===== src/hw/rtl/grad_based_heading_angle_macros.svh =====
// Assertion macros shared by the heading angle RTL.
// Depends on nothing; included by files that carry concurrent checks.
`ifndef GRAD_BASED_HEADING_ANGLE_MACROS_SVH
`define GRAD_BASED_HEADING_ANGLE_MACROS_SVH

// Same-cycle implication, disabled during reset.
`define GHD_ASSERT_NOW(lbl, clk, rst_n, ante, cons, msg) \
    lbl: assert property (@(posedge clk) disable iff (!(rst_n)) (ante) |-> (cons)) \
        else $error(msg);

// Implication after a fixed number of cycles, disabled during reset.
`define GHD_ASSERT_AFTER(lbl, clk, rst_n, ante, dly, cons, msg) \
    lbl: assert property (@(posedge clk) disable iff (!(rst_n)) (ante) |-> ##dly (cons)) \
        else $error(msg);

`endif


===== src/hw/rtl/ghd_pkg.sv =====
// Shared widths, constants and types for the heading angle pipeline.
// Depends on nothing.
package ghd_pkg;

    localparam int DIST_W   = 16;              // |dx|, |dy|
    localparam int SUM_W    = DIST_W + 1;      // |dx| + |dy|
    localparam int Q_W      = 7;               // grad angle 0..100
    localparam int REM_W    = SUM_W + Q_W - 1; // 100*|dx| < 2^23
    localparam int ANG_W    = 9;               // 0..400
    localparam int MUL_W    = 17;              // (ang+9)*205

    localparam int GRAD_QUARTER = 100;
    localparam int GRAD_HALF    = 200;
    localparam int GRAD_FULL    = 400;
    localparam int MERGE_BIAS   = 9;
    // floor(x/10) == (x*205) >> 11 for x below 1029
    localparam int MERGE_RECIP  = 205;
    localparam int MERGE_SHIFT  = 11;

    // pipeline depth: 2 prep + 7 divide + 2 post stages
    localparam int PIPE_LAT = 2 + Q_W + 2;

    typedef struct packed {
        logic below;     // start_y < target_y
        logic west;      // target_x < start_x
        logic zero;      // points coincide
    } t_flags;

endpackage


===== src/hw/rtl/ghd_prep.sv =====
// Front end: absolute offsets, quadrant flags, scaled numerator and sum.
// Depends on ghd_pkg.
module ghd_prep (
    input  logic                                i_clk,
    input  logic                                i_rst_n,
    input  logic                                i_vld,
    input  logic signed [ghd_pkg::DIST_W-1:0]   i_start_x,
    input  logic signed [ghd_pkg::DIST_W-1:0]   i_start_y,
    input  logic signed [ghd_pkg::DIST_W-1:0]   i_target_x,
    input  logic signed [ghd_pkg::DIST_W-1:0]   i_target_y,
    output logic                                o_vld,
    output logic        [ghd_pkg::REM_W-1:0]    o_num,
    output logic        [ghd_pkg::SUM_W-1:0]    o_den,
    output ghd_pkg::t_flags                     o_flags
);

    logic signed [ghd_pkg::SUM_W-1:0] dif_x;
    logic signed [ghd_pkg::SUM_W-1:0] dif_y;
    logic        [ghd_pkg::DIST_W-1:0] n_dx;
    logic        [ghd_pkg::DIST_W-1:0] n_dy;
    logic        [ghd_pkg::SUM_W-1:0]  n_sum;

    logic                        r_vld1;
    logic [ghd_pkg::DIST_W-1:0]  r_dx;
    logic [ghd_pkg::DIST_W-1:0]  r_dy;
    logic                        r_below1;
    logic                        r_west1;

    logic                        r_vld2;
    logic [ghd_pkg::REM_W-1:0]   r_num;
    logic [ghd_pkg::SUM_W-1:0]   r_den;
    ghd_pkg::t_flags             r_flags;

    always_comb begin
        dif_x = ghd_pkg::SUM_W'(i_target_x) - ghd_pkg::SUM_W'(i_start_x);
        dif_y = ghd_pkg::SUM_W'(i_start_y) - ghd_pkg::SUM_W'(i_target_y);
        n_dx  = dif_x[ghd_pkg::SUM_W-1] ? ghd_pkg::DIST_W'(-dif_x)
                                        : dif_x[ghd_pkg::DIST_W-1:0];
        n_dy  = dif_y[ghd_pkg::SUM_W-1] ? ghd_pkg::DIST_W'(-dif_y)
                                        : dif_y[ghd_pkg::DIST_W-1:0];
        n_sum = ghd_pkg::SUM_W'(r_dx) + ghd_pkg::SUM_W'(r_dy);
    end

    always_ff @(posedge i_clk) begin
        if (!i_rst_n) begin
            r_vld1 <= 1'b0;
            r_vld2 <= 1'b0;
        end else begin
            r_vld1 <= i_vld;
            r_vld2 <= r_vld1;
        end
        r_dx          <= n_dx;
        r_dy          <= n_dy;
        r_below1      <= i_start_y < i_target_y;
        r_west1       <= i_target_x < i_start_x;
        r_num         <= ghd_pkg::REM_W'(r_dx) * ghd_pkg::REM_W'(ghd_pkg::GRAD_QUARTER);
        r_den         <= n_sum;
        r_flags.below <= r_below1;
        r_flags.west  <= r_west1;
        r_flags.zero  <= n_sum == '0;
    end

    assign o_vld   = r_vld2;
    assign o_num   = r_num;
    assign o_den   = r_den;
    assign o_flags = r_flags;

endmodule


===== src/hw/rtl/ghd_div.sv =====
// Restoring divider, one quotient bit per pipeline stage, MSB first.
// Depends on ghd_pkg.
module ghd_div (
    input  logic                              i_clk,
    input  logic                              i_rst_n,
    input  logic                              i_vld,
    input  logic [ghd_pkg::REM_W-1:0]         i_num,
    input  logic [ghd_pkg::SUM_W-1:0]         i_den,
    input  ghd_pkg::t_flags                   i_flags,
    output logic                              o_vld,
    output logic [ghd_pkg::Q_W-1:0]           o_quo,
    output ghd_pkg::t_flags                   o_flags
);

    localparam int NS = ghd_pkg::Q_W;

    logic                        r_vld   [NS];
    logic [ghd_pkg::REM_W-1:0]   r_rem   [NS];
    logic [ghd_pkg::SUM_W-1:0]   r_den   [NS];
    logic [ghd_pkg::Q_W-1:0]     r_quo   [NS];
    ghd_pkg::t_flags             r_flags [NS];

    logic [ghd_pkg::REM_W-1:0]   src_rem [NS];
    logic [ghd_pkg::SUM_W-1:0]   src_den [NS];
    logic [ghd_pkg::Q_W-1:0]     src_quo [NS];
    logic [ghd_pkg::REM_W-1:0]   trial   [NS];
    logic                        take    [NS];
    logic [ghd_pkg::REM_W-1:0]   n_rem   [NS];
    logic [ghd_pkg::Q_W-1:0]     n_quo   [NS];

    always_comb begin
        src_rem[0] = i_num;
        src_den[0] = i_den;
        src_quo[0] = '0;
        for (int s = 1; s < NS; s++) begin
            src_rem[s] = r_rem[s-1];
            src_den[s] = r_den[s-1];
            src_quo[s] = r_quo[s-1];
        end
        for (int s = 0; s < NS; s++) begin
            // stage s decides quotient bit NS-1-s
            trial[s] = ghd_pkg::REM_W'(src_den[s]) << (NS - 1 - s);
            take[s]  = src_rem[s] >= trial[s];
            n_rem[s] = take[s] ? src_rem[s] - trial[s] : src_rem[s];
            n_quo[s] = {src_quo[s][ghd_pkg::Q_W-2:0], take[s]};
        end
    end

    always_ff @(posedge i_clk) begin
        if (!i_rst_n) begin
            for (int s = 0; s < NS; s++) begin
                r_vld[s] <= 1'b0;
            end
        end else begin
            r_vld[0] <= i_vld;
            for (int s = 1; s < NS; s++) begin
                r_vld[s] <= r_vld[s-1];
            end
        end
        r_flags[0] <= i_flags;
        for (int s = 1; s < NS; s++) begin
            r_flags[s] <= r_flags[s-1];
        end
        for (int s = 0; s < NS; s++) begin
            r_rem[s] <= n_rem[s];
            r_den[s] <= src_den[s];
            r_quo[s] <= n_quo[s];
        end
    end

    assign o_vld   = r_vld[NS-1];
    assign o_quo   = r_quo[NS-1];
    assign o_flags = r_flags[NS-1];

endmodule


===== src/hw/rtl/ghd_post.sv =====
// Back end: quadrant fix-ups in grads, then merge of grads into degrees.
// Depends on ghd_pkg.
module ghd_post (
    input  logic                              i_clk,
    input  logic                              i_rst_n,
    input  logic                              i_vld,
    input  logic [ghd_pkg::Q_W-1:0]           i_quo,
    input  ghd_pkg::t_flags                   i_flags,
    output logic                              o_vld,
    output logic [ghd_pkg::ANG_W-1:0]         o_deg
);

    logic [ghd_pkg::ANG_W-1:0] ang_q;
    logic [ghd_pkg::ANG_W-1:0] ang_h;
    logic [ghd_pkg::ANG_W-1:0] n_ang;
    logic [ghd_pkg::ANG_W-1:0] biased;
    logic [ghd_pkg::MUL_W-1:0] prod;
    logic [ghd_pkg::ANG_W-1:0] n_deg;

    logic                      r_vld1;
    logic [ghd_pkg::ANG_W-1:0] r_ang;
    logic                      r_vld2;
    logic [ghd_pkg::ANG_W-1:0] r_deg;

    always_comb begin
        // the divider runs away on a zero sum: force the angle to 0
        ang_q  = i_flags.zero ? '0 : ghd_pkg::ANG_W'(i_quo);
        ang_h  = i_flags.below ? ghd_pkg::ANG_W'(ghd_pkg::GRAD_HALF) - ang_q : ang_q;
        n_ang  = i_flags.west ? ghd_pkg::ANG_W'(ghd_pkg::GRAD_FULL) - ang_h : ang_h;
        biased = r_ang + ghd_pkg::ANG_W'(ghd_pkg::MERGE_BIAS);
        prod   = ghd_pkg::MUL_W'(biased) * ghd_pkg::MUL_W'(ghd_pkg::MERGE_RECIP);
        n_deg  = r_ang - ghd_pkg::ANG_W'(prod >> ghd_pkg::MERGE_SHIFT);
    end

    always_ff @(posedge i_clk) begin
        if (!i_rst_n) begin
            r_vld1 <= 1'b0;
            r_vld2 <= 1'b0;
        end else begin
            r_vld1 <= i_vld;
            r_vld2 <= r_vld1;
        end
        r_ang <= n_ang;
        r_deg <= n_deg;
    end

    assign o_vld = r_vld2;
    assign o_deg = r_deg;

endmodule


===== src/hw/rtl/grad_based_heading_angle.sv =====
// Heading angle top level: prep (2 stages), divider (7 stages), post (2 stages).
// Each accepted item yields one o_valid strobe after passing the prep, divider and post registers.
// Throughput: one item per cycle; busy stays low, the pipeline never stalls.
// The depth is set by the 7-bit quotient, one divider stage per bit.
// Reset is synchronous, active low, and clears only the stage valid bits.
// Depends on ghd_pkg, ghd_prep, ghd_div, ghd_post and the macros header.
`include "grad_based_heading_angle_macros.svh"

module grad_based_heading_angle (
    input  logic                              i_clk,
    input  logic                              i_rst_n,
    input  logic                              start,
    output logic                              busy,
    input  logic signed [ghd_pkg::DIST_W-1:0] i_start_x,
    input  logic signed [ghd_pkg::DIST_W-1:0] i_start_y,
    input  logic signed [ghd_pkg::DIST_W-1:0] i_target_x,
    input  logic signed [ghd_pkg::DIST_W-1:0] i_target_y,
    output logic                              o_valid,
    output logic [ghd_pkg::ANG_W-1:0]         o_heading_degrees
);

    localparam int LAT = ghd_pkg::PIPE_LAT;

    logic                        acc;
    logic                        prep_vld;
    logic [ghd_pkg::REM_W-1:0]   prep_num;
    logic [ghd_pkg::SUM_W-1:0]   prep_den;
    ghd_pkg::t_flags             prep_flags;
    logic                        div_vld;
    logic [ghd_pkg::Q_W-1:0]     div_quo;
    ghd_pkg::t_flags             div_flags;

    assign busy = 1'b0;
    assign acc  = start && !busy;

    ghd_prep u_prep (
        .i_clk      (i_clk),
        .i_rst_n    (i_rst_n),
        .i_vld      (acc),
        .i_start_x  (i_start_x),
        .i_start_y  (i_start_y),
        .i_target_x (i_target_x),
        .i_target_y (i_target_y),
        .o_vld      (prep_vld),
        .o_num      (prep_num),
        .o_den      (prep_den),
        .o_flags    (prep_flags)
    );

    ghd_div u_div (
        .i_clk   (i_clk),
        .i_rst_n (i_rst_n),
        .i_vld   (prep_vld),
        .i_num   (prep_num),
        .i_den   (prep_den),
        .i_flags (prep_flags),
        .o_vld   (div_vld),
        .o_quo   (div_quo),
        .o_flags (div_flags)
    );

    ghd_post u_post (
        .i_clk   (i_clk),
        .i_rst_n (i_rst_n),
        .i_vld   (div_vld),
        .i_quo   (div_quo),
        .i_flags (div_flags),
        .o_vld   (o_valid),
        .o_deg   (o_heading_degrees)
    );

    `GHD_ASSERT_AFTER(a_item_returns, i_clk, i_rst_n, acc, LAT, o_valid, "accepted item lost")
    `GHD_ASSERT_NOW(a_no_stray_result, i_clk, i_rst_n, o_valid, $past(acc, LAT), "result without item")
    `GHD_ASSERT_NOW(a_heading_range, i_clk, i_rst_n, o_valid, o_heading_degrees <= 9'd360, "heading above 360")
    `GHD_ASSERT_NOW(a_zero_vector, i_clk, i_rst_n, div_vld && div_flags.zero, div_flags == '0 || (!div_flags.below && !div_flags.west), "coincident points flagged off quadrant")

endmodule


===== config.mk =====
export PLATFORM = sky130hd
export DESIGN_NAME = grad_based_heading_angle
export DESIGN_NICKNAME = d
export VERILOG_FILES = /design/src/hw/rtl/ghd_pkg.sv /design/src/hw/rtl/ghd_prep.sv /design/src/hw/rtl/ghd_div.sv /design/src/hw/rtl/ghd_post.sv /design/src/hw/rtl/grad_based_heading_angle.sv
export VERILOG_INCLUDE_DIRS = /design/src /design/src/hw/rtl
export SDC_FILE = /design/constraint.sdc
export NUM_CORES = 1
export LEC_CHECK = 0
export ABC_AREA = 1
export BUFFER_PORTS_ARGS = -buffer_cell sky130_fd_sc_hd__clkbuf_2
export CAP_MARGIN = 10
export CORE_MARGIN = 2
export CORE_UTILIZATION = 59
export DETAILED_ROUTE_END_ITERATION = 12
export MAX_ROUTING_LAYER = met4
export PLACE_DENSITY = 0.76
export SYNTH_ARGS = -nofsm -noshare
export SYNTH_HDL_FRONTEND = slang
export SYNTH_SLANG_ARGS = --single-unit

===== constraint.sdc =====
create_clock -name i_clk -period 6.3 [get_ports i_clk]
set_clock_uncertainty 0.1 [all_clocks]
set_input_delay 0.315 -clock i_clk [delete_from_list [all_inputs] [get_ports i_clk]]
set_output_delay 0.315 -clock i_clk [all_outputs]
set_load 0.03 [all_outputs]

After elaboration in Yosys (flattened, before gate mapping)
Memory sizes are Yosys's and may differ from the RTL's. A register that Yosys moved wholly into a read port is not among the register bits.
Index checks and enable logic that the tools add are counted.
{ "word_totals": {"ram_bits": 357, "regBits": 96, "out_inout_bits": 11, "n_memories": 5} }
{ "memory_table": {"columns": ["memory", "depth", "word_bits", "rd", "rd_clocked_by_memory_dff", "write_ports", "line_no", "text"], "rows": [
  ["u_div.r_rem", 7, 23, 6, 0, 7, "ghd_div.sv:18", "logic [ghd_pkg::REM_W-1:0] r_rem [NS];"],
  ["u_div.r_den", 7, 17, 6, 0, 7, "ghd_div.sv:19", "logic [ghd_pkg::SUM_W-1:0] r_den [NS];"],
  ["u_div.r_quo", 7, 7, 7, 0, 7, "ghd_div.sv:20", "logic [ghd_pkg::Q_W-1:0] r_quo [NS];"],
  ["u_div.r_flags", 7, 3, 7, 0, 7, "ghd_div.sv:21", "ghd_pkg::t_flags r_flags [NS];"],
  ["u_div.r_vld", 7, 1, 7, 1, 7, "ghd_div.sv:17", "logic r_vld [NS];"]
]} }
{ "op_classes": {"n_lt_le_gt_ge": 9, "multipliers": 2, "bitwise_logic": 7, "muxes": 21, "n_reduce_logical": 2, "add_sub_neg": 16} }
{ "ops": {"columns": ["operator", "count"], "rows": [
  ["$mux W23", 7],
  ["$sub A16 B16 Y17", 2],
  ["$lt A16 B16 Y1", 2],
  ["$mux W16", 2],
  ["$neg A16 Y16", 2],
  ["$ge A23 B17 Y1", 1],
  ["$ge A23 B18 Y1", 1],
  ["$ge A23 B19 Y1", 1],
  ["$ge A23 B20 Y1", 1],
  ["$ge A23 B21 Y1", 1],
  ["$ge A23 B22 Y1", 1],
  ["$ge A23 B23 Y1", 1],
  ["$sub A23 B17 Y23", 1],
  ["$sub A23 B18 Y23", 1],
  ["$sub A23 B19 Y23", 1],
  ["$sub A23 B20 Y23", 1],
  ["$sub A23 B21 Y23", 1],
  ["$sub A23 B22 Y23", 1],
  ["$sub A23 B23 Y23", 1],
  ["$mul A16 B5 Y21 const B", 1],
  ["$mux W9", 2],
  ["$add A16 B16 Y17", 1],
  ["$logic_not A17 Y1", 1],
  ["$mul A9 B8 Y17 const B", 1],
  ["8 further kinds", 22]
]} }

Longest topological paths before layout
Gate-level depths: netlist of run 1.
An unclocked memory read counts as a cell.
{ "depth": {"depth_word": 6, "ltp_mapped": 33} }

Hierarchy
Synthesis of run 1 repeated with hierarchy kept, for this count alone.
{ "unflattened": {"cells_unflattened": 3775, "area_unflattened_um2": 25468.2} }
{ "by_module_without_submodules": {"columns": ["mod", "area_each_um2", "n_inst", "cells_per_inst"], "rows": [
  ["ghd_div", 16171.8, 1, 2472],
  ["ghd_prep", 6825.3, 1, 981],
  ["ghd_post", 2459.9, 1, 320],
  ["grad_based_heading_angle", 11.3, 1, 2]
]} }

Least setup slack after synthesis of run 1
No wires, ideal clock.
{ "synth_path": {"path_type": "register to register", "start": "reg u_post.r_ang[1] (netlist bit)", "end": "reg u_post.r_deg (netlist bit u_post.o_deg[8])", "setup_slack_ps": 856, "n_path_buf": 0, "required_time_ps": 6128, "arrival_ps": 5272, "path_stages_with_launch": 31, "setup_time_ps": 72, "path_cell_list": "dfxtp_1 ha_1 nand2_1 nand2_1 nand3_1 xor2_1 inv_1 ha_1 inv_1 fa_1 inv_1 fa_1 inv_1 fa_1 inv_1 ha_1 a21oi_1 o21ai_0 nand3_1 o2111ai_1 nand2_1 nand2_1 xnor2_1 ha_1 a21o_1 a31oi_1 o21ai_0 nand2_1 nand2_1 nor3_1 xor2_1"} }
{ "synth_between": {"elab_chain_len": 3} }
{ "synth_lines": {"columns": ["element", "line_no", "text"], "rows": [
  ["start, declared", "ghd_post.sv:21", "logic [ghd_pkg::ANG_W-1:0] r_ang;"],
  ["start signal, assigned", "ghd_post.sv:43", "r_ang <= n_ang;"],
  ["$add A9 B4 Y9", "ghd_post.sv:30", "biased = r_ang + ghd_pkg::ANG_W'(ghd_pkg::MERGE_BIAS);"],
  ["$mul A9 B8 Y17", "ghd_post.sv:31", "prod = ghd_pkg::MUL_W'(biased) * ghd_pkg::MUL_W'(ghd_pkg::MERGE_RECIP);"],
  ["$sub A9 B6 Y9 (*)", "ghd_post.sv:32", "n_deg = r_ang - ghd_pkg::ANG_W'(prod >> ghd_pkg::MERGE_SHIFT);"],
  ["via u_post.n_deg (one bit)", "ghd_post.sv:18", "logic [ghd_pkg::ANG_W-1:0] n_deg;"],
  ["end signal, assigned", "ghd_post.sv:44", "r_deg <= n_deg;"],
  ["end, declared", "ghd_post.sv:23", "logic [ghd_pkg::ANG_W-1:0] r_deg;"]
]} }
Mark *: on every way through the listed nets, which the timed path passes. The rest lies on a longest branch.
A chain may end at the register's enable or synchronous reset.

Worst setup path after layout of run 1
Ends and elaborated chain as after synthesis.

==> results.sh, run 1 <==
export IMPL_hold_viol=0
export IMPL_grt_max_degree=37
export IMPL_grt_overflow=0
export IMPL_tightest_slew_ps=953
export IMPL_grt_pass1_vias=18000
export IMPL_area_growth_pct=10.4
export IMPL_period_minus_slack_ps=5820
export IMPL_synth_edf_count=0
export IMPL_ys_seq_area_frac=0.340
export IMPL_cts_sinks=382
export IMPL_tritoncts="yes"
export IMPL_die_area_um2=39700
export IMPL_path_clk_slew_ps=60
export IMPL_firstDrtPassIters=6
export IMPL_nets=3386
export IMPL_final_common_cell="nand2_1"
export IMPL_boundaryPins=78
export IMPL_avgSynthCellArea_um2=7.74
export IMPL_drc=0
export IMPL_netlist_instances=2906
export IMPL_critPathMaxFanout=5
export IMPL_clock_fmax_mhz=172
export IMPL_die_h_um=199
export IMPL_cts_buffer_depth=3
export IMPL_rows=71
export IMPL_async_reset_ff_frac=0
export IMPL_min_path_cells=4
export IMPL_synth_xor_xnor_area_share=0.0662
export IMPL_critPathSlowestCell="fa_1"
export IMPL_antenna_found_initial=0
export IMPL_pre_cts_slack_ps=148
export IMPL_r2r_cells=30
export IMPL_vias=18500
export IMPL_routed_wirelength_um=54400
export IMPL_post_drt_wl_per_cell_um=15.3
export IMPL_final_max_slew_viol_count=0
export IMPL_grt_pass1_wl_um=88200
export IMPL_cap_violations=0
export IMPL_drive_above_1_share=0.0757
export IMPL_crit_arrival_ps=6210
export IMPL_synthAdderAreaFrac=0.184
export IMPL_fin_setup_tns_ps=0
export IMPL_ys_flop_type="dfxtp_1"
export IMPL_die_width_um=199
export IMPL_ant_nets=0
export IMPL_drtIter0Drc=963
export IMPL_max_stage_delay_ps=570
export IMPL_synth_top_family_by_area="simple AND/OR/NAND/NOR gates"
export IMPL_hold_start="i_target_x[0]"
export IMPL_initial_core_util=0.598
export IMPL_hp_class="input pin to register"
export IMPL_critPathKind="register to register"
export IMPL_io_buffers=76
export IMPL_synth_cell_types=58
export IMPL_grt_total_usage=0.288
export IMPL_core_um2=37600
export IMPL_n_fill_cell=3286
export IMPL_synth_simple_area_share=0.209
export IMPL_crit_top_cell="nand2_1"
export IMPL_relSlewSlack=0.358
export IMPL_synth_nets=3283
export IMPL_reg2reg_from="u_post.r_ang[1]$_DFF_P_"
export IMPL_cp_required_ps=6690
export IMPL_cts_htree_levels=2
export IMPL_synth_seq_cells=382
export IMPL_worst_setup_path_end_kind="register"
export IMPL_clock_tree_root_cell="clkbuf_16"
export IMPL_diodes=0
export IMPL_hold_end="u_prep.r_dx[0]$_DFF_P_"
export IMPL_yosysWarnings=0
export IMPL_worst_slack_ps=484
export IMPL_gp_congestion=1.01
export IMPL_worst_r2r_endpoint="u_post.o_deg[8]$_DFF_P_"
export IMPL_outcome="completed"
export IMPL_crit_path_start_kind="register"
export IMPL_place_hpwl_um=44900
export IMPL_synth_compound_area_share=0.111
export IMPL_worstSkewPairLatency_ps=560
export IMPL_synth_area_mux_share=0
export IMPL_rsz0062_at_grt="no"
export IMPL_post_route_period_util=0.923
export IMPL_post_drt_via_cell_ratio=5.22
export IMPL_final_cell_mix="nand2_1, inv_1, dfxtp_1"
export IMPL_setup_violations=0
export IMPL_cts_made_buffers=41
export IMPL_ff2ff_setup_slack_ps=480
export IMPL_synthesis_area_um2=22500
[final cells by class]
class | count | area (um^2) | area share
Clock buffer | 57 | 1240 | 0.0499
Tap cell | 511 | 639 | 0.0258
Inverter | 480 | 1810 | 0.0728
Multi-Input combinational cell | 2021 | 12800 | 0.518
Clock inverter | 17 | 188 | 0.00756
Timing Repair Buffer | 83 | 443 | 0.0179
Sequential cell | 382 | 7650 | 0.308
[critical path, delay by kind of cell (launching register included)]
family / cells / cell delay (ps)
DFF: 1 / 380
AOI/OAI and AO/OA: 6 / 890
buffers and inverters: 5 / 330
adders and majority gates: 7 / 2750
xor gates and xnor gates: 3 / 440
and+or+nand+nor: 9 / 820
[state kept, by name, summed over array words and instances (netlist names)]
name	cells
u_div.r_den	102
u_div.r_flags	21
u_div.r_quo	28
u_div.r_rem	127
u_div.r_vld	7
u_post.o_deg	9
u_post.o_vld	1
u_post.r_ang	9
u_post.r_vld1	1
u_prep.o_den	17
u_prep.o_flags	3
u_prep.o_num	21
u_prep.o_vld	1
u_prep.r_below1	1
u_prep.r_dx	16
u_prep.r_dy	16
u_prep.r_vld1	1
u_prep.r_west1	1
[synth_stat cells (all sizes together) (4+ instances only)]
cell	number	share of area
nand2	688	0.12
inv	478	0.080
dfxtp	382	0.34
ha	275	0.15
a21oi	193	0.044
nor2	180	0.031
o21ai	158	0.040
nand3	135	0.030
xor2	103	0.040
xnor2	67	0.026
fa	35	0.031
nand4	28	0.0081
nor3	27	0.0062
a21o	22	0.0073
buf	20	0.0090
nand3b	16	0.0053
nor4	14	0.0042
a31oi	11	0.0031
or2	10	0.0028
a21boi	9	0.0033
o21a	8	0.0027
o21bai	6	0.0020
and2	5	0.0014
o211ai	5	0.0017
a41oi	4	0.0016
[per-layer routing]
layer  GRT usage  vias up  wire length, um  part of all wire
met3      0.0380      122             1920             0.035
met2       0.508      351            27000              0.50
met1       0.330     8518            23400              0.43
met5           -        -                0                 0
met4       0.118        0             2140             0.039
li1            -     9552                -                 -
[what timing repair did]
item	in CTS	in global routing
hold buffers	4	0
resized for setup	0	7
endpoints found under the hold margin	10	0
endpoints found under the setup margin	0	3
buffers inserted	0	1
[cells by family (layout without fill, tap and decap cells)]
kind of cell | count (synthesis) | after routing
DFF | 382 | 382
and+or+nand+nor | 1110 | 1110
other | 1 | 1
AOI/OAI and AO/OA | 430 | 430
buffers and inverters | 503 | 637
xor gates and xnor gates | 170 | 170
adders and majority gates | 310 | 310
[metrics by stage]
stage	hold WS, ps	area, um^2	utilization	instances
2_1_floorplan	210	22500	-	2906
3_3_place_gp	210	23300	0.620	3472
3_5_place_dp	212	23300	0.620	3472
4_1_cts	50.0	24800	0.659	3550
5_1_grt	91.3	24800	0.660	3551
6_report	67.0	24800	0.660	3551
[worst max-delay path by stage]
| stage | start | end | slack (ps) | cells past startpoint |
|---|---|---|---|---|
| 5_1_grt | u_post.r_ang[1]$_DFF_P_ | u_post.o_deg[8]$_DFF_P_ | 40 | 30 |
| 3_5_place_dp | u_post.r_ang[1]$_DFF_P_ | u_post.o_deg[8]$_DFF_P_ | 150 | 30 |
| 4_1_cts | u_post.r_ang[1]$_DFF_P_ | u_post.o_deg[8]$_DFF_P_ | 130 | 30 |
| 6_report | u_post.r_ang[1]$_DFF_P_ | u_post.o_deg[8]$_DFF_P_ | 480 | 30 |
| 2_1_floorplan | u_post.r_ang[1]$_DFF_P_ | u_post.o_deg[8]$_DFF_P_ | 860 | 30 |
| 3_3_place_gp | u_post.r_ang[1]$_DFF_P_ | u_post.o_deg[8]$_DFF_P_ | 210 | 30 |
Power of run 1 is not shown: default switching activity piles up to over one toggle a cycle in this logic, so the estimate is an artifact.
==> run 2, diff against run 1 <==
--- a/config.mk
+++ b/config.mk
@@ -12,8 +12,10 @@
 export CORE_MARGIN = 2
 export CORE_UTILIZATION = 59
 export DETAILED_ROUTE_END_ITERATION = 12
+export HOLD_SLACK_MARGIN = 0.1
 export MAX_ROUTING_LAYER = met4
 export PLACE_DENSITY = 0.76
 export SYNTH_ARGS = -nofsm -noshare
 export SYNTH_HDL_FRONTEND = slang
+export SYNTH_HIERARCHICAL = 1
 export SYNTH_SLANG_ARGS = --single-unit
==> results.sh, run 2 <==
export IMPL_die_area_um2=44800
export IMPL_gp_congestion=0.980
export IMPL_avgSynthCellArea_um2=6.75
export IMPL_relSlewSlack=0.358
export IMPL_nets=4260
export IMPL_netlist_instances=3775
export IMPL_firstDrtPassIters=5
export IMPL_synth_most_common_cell="nand2_1"
export IMPL_worst_slack_ps=521
export IMPL_hold_viol=0
export IMPL_clock_fmax_mhz=173
export IMPL_pre_cts_slack_ps=471
export IMPL_synthTopCellsByArea="dfxtp_1, nand2_1, ha_1"
export IMPL_cts_sinks=393
export IMPL_largestRegisters="u_div/r_rem (138), u_div/r_den (102), u_div/r_quo (28)"
export IMPL_cpLargestDelayFamily="adder cells"
export IMPL_cp_required_ps=6660
export IMPL_period_minus_slack_ps=5780
export IMPL_critPathKind="register to register"
export IMPL_vias=22100
export IMPL_synth_area_leader_cell="dfxtp_1"
export IMPL_final_max_slew_viol_count=0
export IMPL_grt_pass1_vias=21200
export IMPL_async_reset_ff_frac=0
export IMPL_yosysWarnings=6
export IMPL_outcome="completed"
export IMPL_grt_overflow=0
export IMPL_synth_edf_count=0
export IMPL_crit_top_cell="nand2_1"
export IMPL_worst_setup_path_end_kind="register"
export IMPL_post_drt_via_cell_ratio=4.92
export IMPL_crit_buf_inv=3
export IMPL_boundaryPins=78
export IMPL_ys_seq_area_frac=0.309
export IMPL_grt_total_usage=0.284
export IMPL_routed_wirelength_um=60300
export IMPL_fin_util=0.651
export IMPL_min_path_cells=5
export IMPL_area_growth_pct=9.61
export IMPL_cts_htree_levels=2
export IMPL_place_hpwl_um=49900
export IMPL_worstSkewPairLatency_ps=570
export IMPL_cp_depth=29
export IMPL_post_drt_wl_per_cell_um=13.4
export IMPL_hp_class="input pin to register"
export IMPL_final_cell_mix="nand2_1, inv_1, dfxtp_1"
export IMPL_crit_path_start_kind="register"
export IMPL_post_cts_buffers=0
export IMPL_io_buffers=76
export IMPL_grt_max_degree=25
export IMPL_die_h_um=212
export IMPL_path_clk_slew_ps=60
export IMPL_ys_flop_type="dfxtp_1"
export IMPL_ant_nets=0
export IMPL_drtIter0Drc=1113
export IMPL_cts_buffer_depth=3
export IMPL_tritoncts="yes"
export IMPL_rows=76
export IMPL_synthesis_area_um2=25500
export IMPL_critPathSlowestCell="fa_1"
export IMPL_setup_violations=0
export IMPL_rsz0062_at_grt="no"
export IMPL_grt_pass1_wl_um=99300
export IMPL_final_common_cell="nand2_1"
export IMPL_synth_seq_cells=393
export IMPL_post_route_period_util=0.917
export IMPL_clock_tree_root_cell="clkbuf_16"
export IMPL_tightest_slew_ps=960
export IMPL_cap_violations=0
export IMPL_core_um2=42900
export IMPL_crit_arrival_ps=6140
export IMPL_synth_top_cell_area_share=0.309
export IMPL_cts_made_buffers=43
export IMPL_critPathMaxFanout=5
export IMPL_post_place_cells=4412
export IMPL_antenna_found_initial=0
export IMPL_synth_cell_types=48
export IMPL_die_width_um=212
export IMPL_largest_reg_flops=138
export IMPL_r2r_cells=29
export IMPL_largest_register="u_div/r_rem"
export IMPL_max_stage_delay_ps=550
export IMPL_diodes=0
export IMPL_drive_above_1_share=0.0537
export IMPL_drc=0
export IMPL_final_cell_count_no_fill=4497
export IMPL_initial_core_util=0.594
export IMPL_synth_common_cells="nand2_1, inv_1, dfxtp_1, ha_1, nand3_1"
export IMPL_fin_setup_tns_ps=0
==> run 2: cell count changes in the layout (fill, tap and decap cells not counted), moves of 11 or more <==
cell / delta
o21ai_0: -71
a21o_1: -17
o21ai_1: -14
nor2_1: +33
nand3_1: +80
dfxtp_1: +13
o21ai_2: -27
a21oi_1: -47
xnor2_1: -36
nor4_1: -11
inv_1: +290
nand4_1: +11
nand2_1: +683
==> run 2: logic make-up (layout without fill, tap and decap cells) <==
group	count (synthesis)	count (layout)	share of synthesized area
other cells	2	3	0.000295
simple gates	1912	1912	0.308
fa+ha+maj	312	312	0.163
xor+xnor	135	135	0.0479
flops	393	393	0.309
compound gates	220	220	0.0469
buf+inv	801	937	0.124
==> run 2: cell type report <==
class	count	area, um^2
Sequential cell	393	7870
Clock buffer	61	1240
Tap cell	585	732
Timing Repair Buffer	87	485
Clock inverter	15	238
Inverter	774	2910
Multi-Input combinational cell	2582	14400
Fill cell	4032	15000
==> run 2: worst register-to-register path: cells and delay by family (launching register included) <==
family                     cells  cell delay [ps]
AOI/OAI and AO/OA              4              680
xor gates and xnor gates       2              350
adders and majority gates      6             2560
buffers and inverters          3              220
DFF                            1              440
and+or+nand+nor               14             1320
==> run 2: metal layers <==
metal	share of wire	global-route usage
met1	0.40	0.292
met2	0.51	0.520
met3	0.031	0.0340
met4	0.062	0.164
met5	0	-
==> run 2: path summary, 6_finish.rpt <==
kind / endpoint / from / slack, ps
worst max-delay path: u_post/o_deg[8]$_DFF_P_ / u_post/r_ang[2]$_DFF_P_ / 520
worst min-delay path: u_prep/r_below1$_DFF_P_ / i_target_y[15] / 120
worst max register to register: u_post/o_deg[8]$_DFF_P_ / u_post/r_ang[2]$_DFF_P_ / 520
worst min register to register: u_div/r_flags[4][2]$_DFF_P_ / u_div/r_flags[3][2]$_DFF_P_ / 210
==> run 2: through the flow <==
step	hold slack, ps	instance area, um^2
finish	116	27900
global route	147	27900
CTS	102	27900
detailed placement	212	26300
global placement	210	26300
floorplan	210	25500
==> run 2: timing repair <==
item | 4_1_cts | 5_1_grt
hold endpoints to repair | 15 | 0
hold buffers | 9 | 0
resized for setup | 0 | 1
setup endpoints to repair | 0 | 1
Power of run 2 is left out for the same reason.
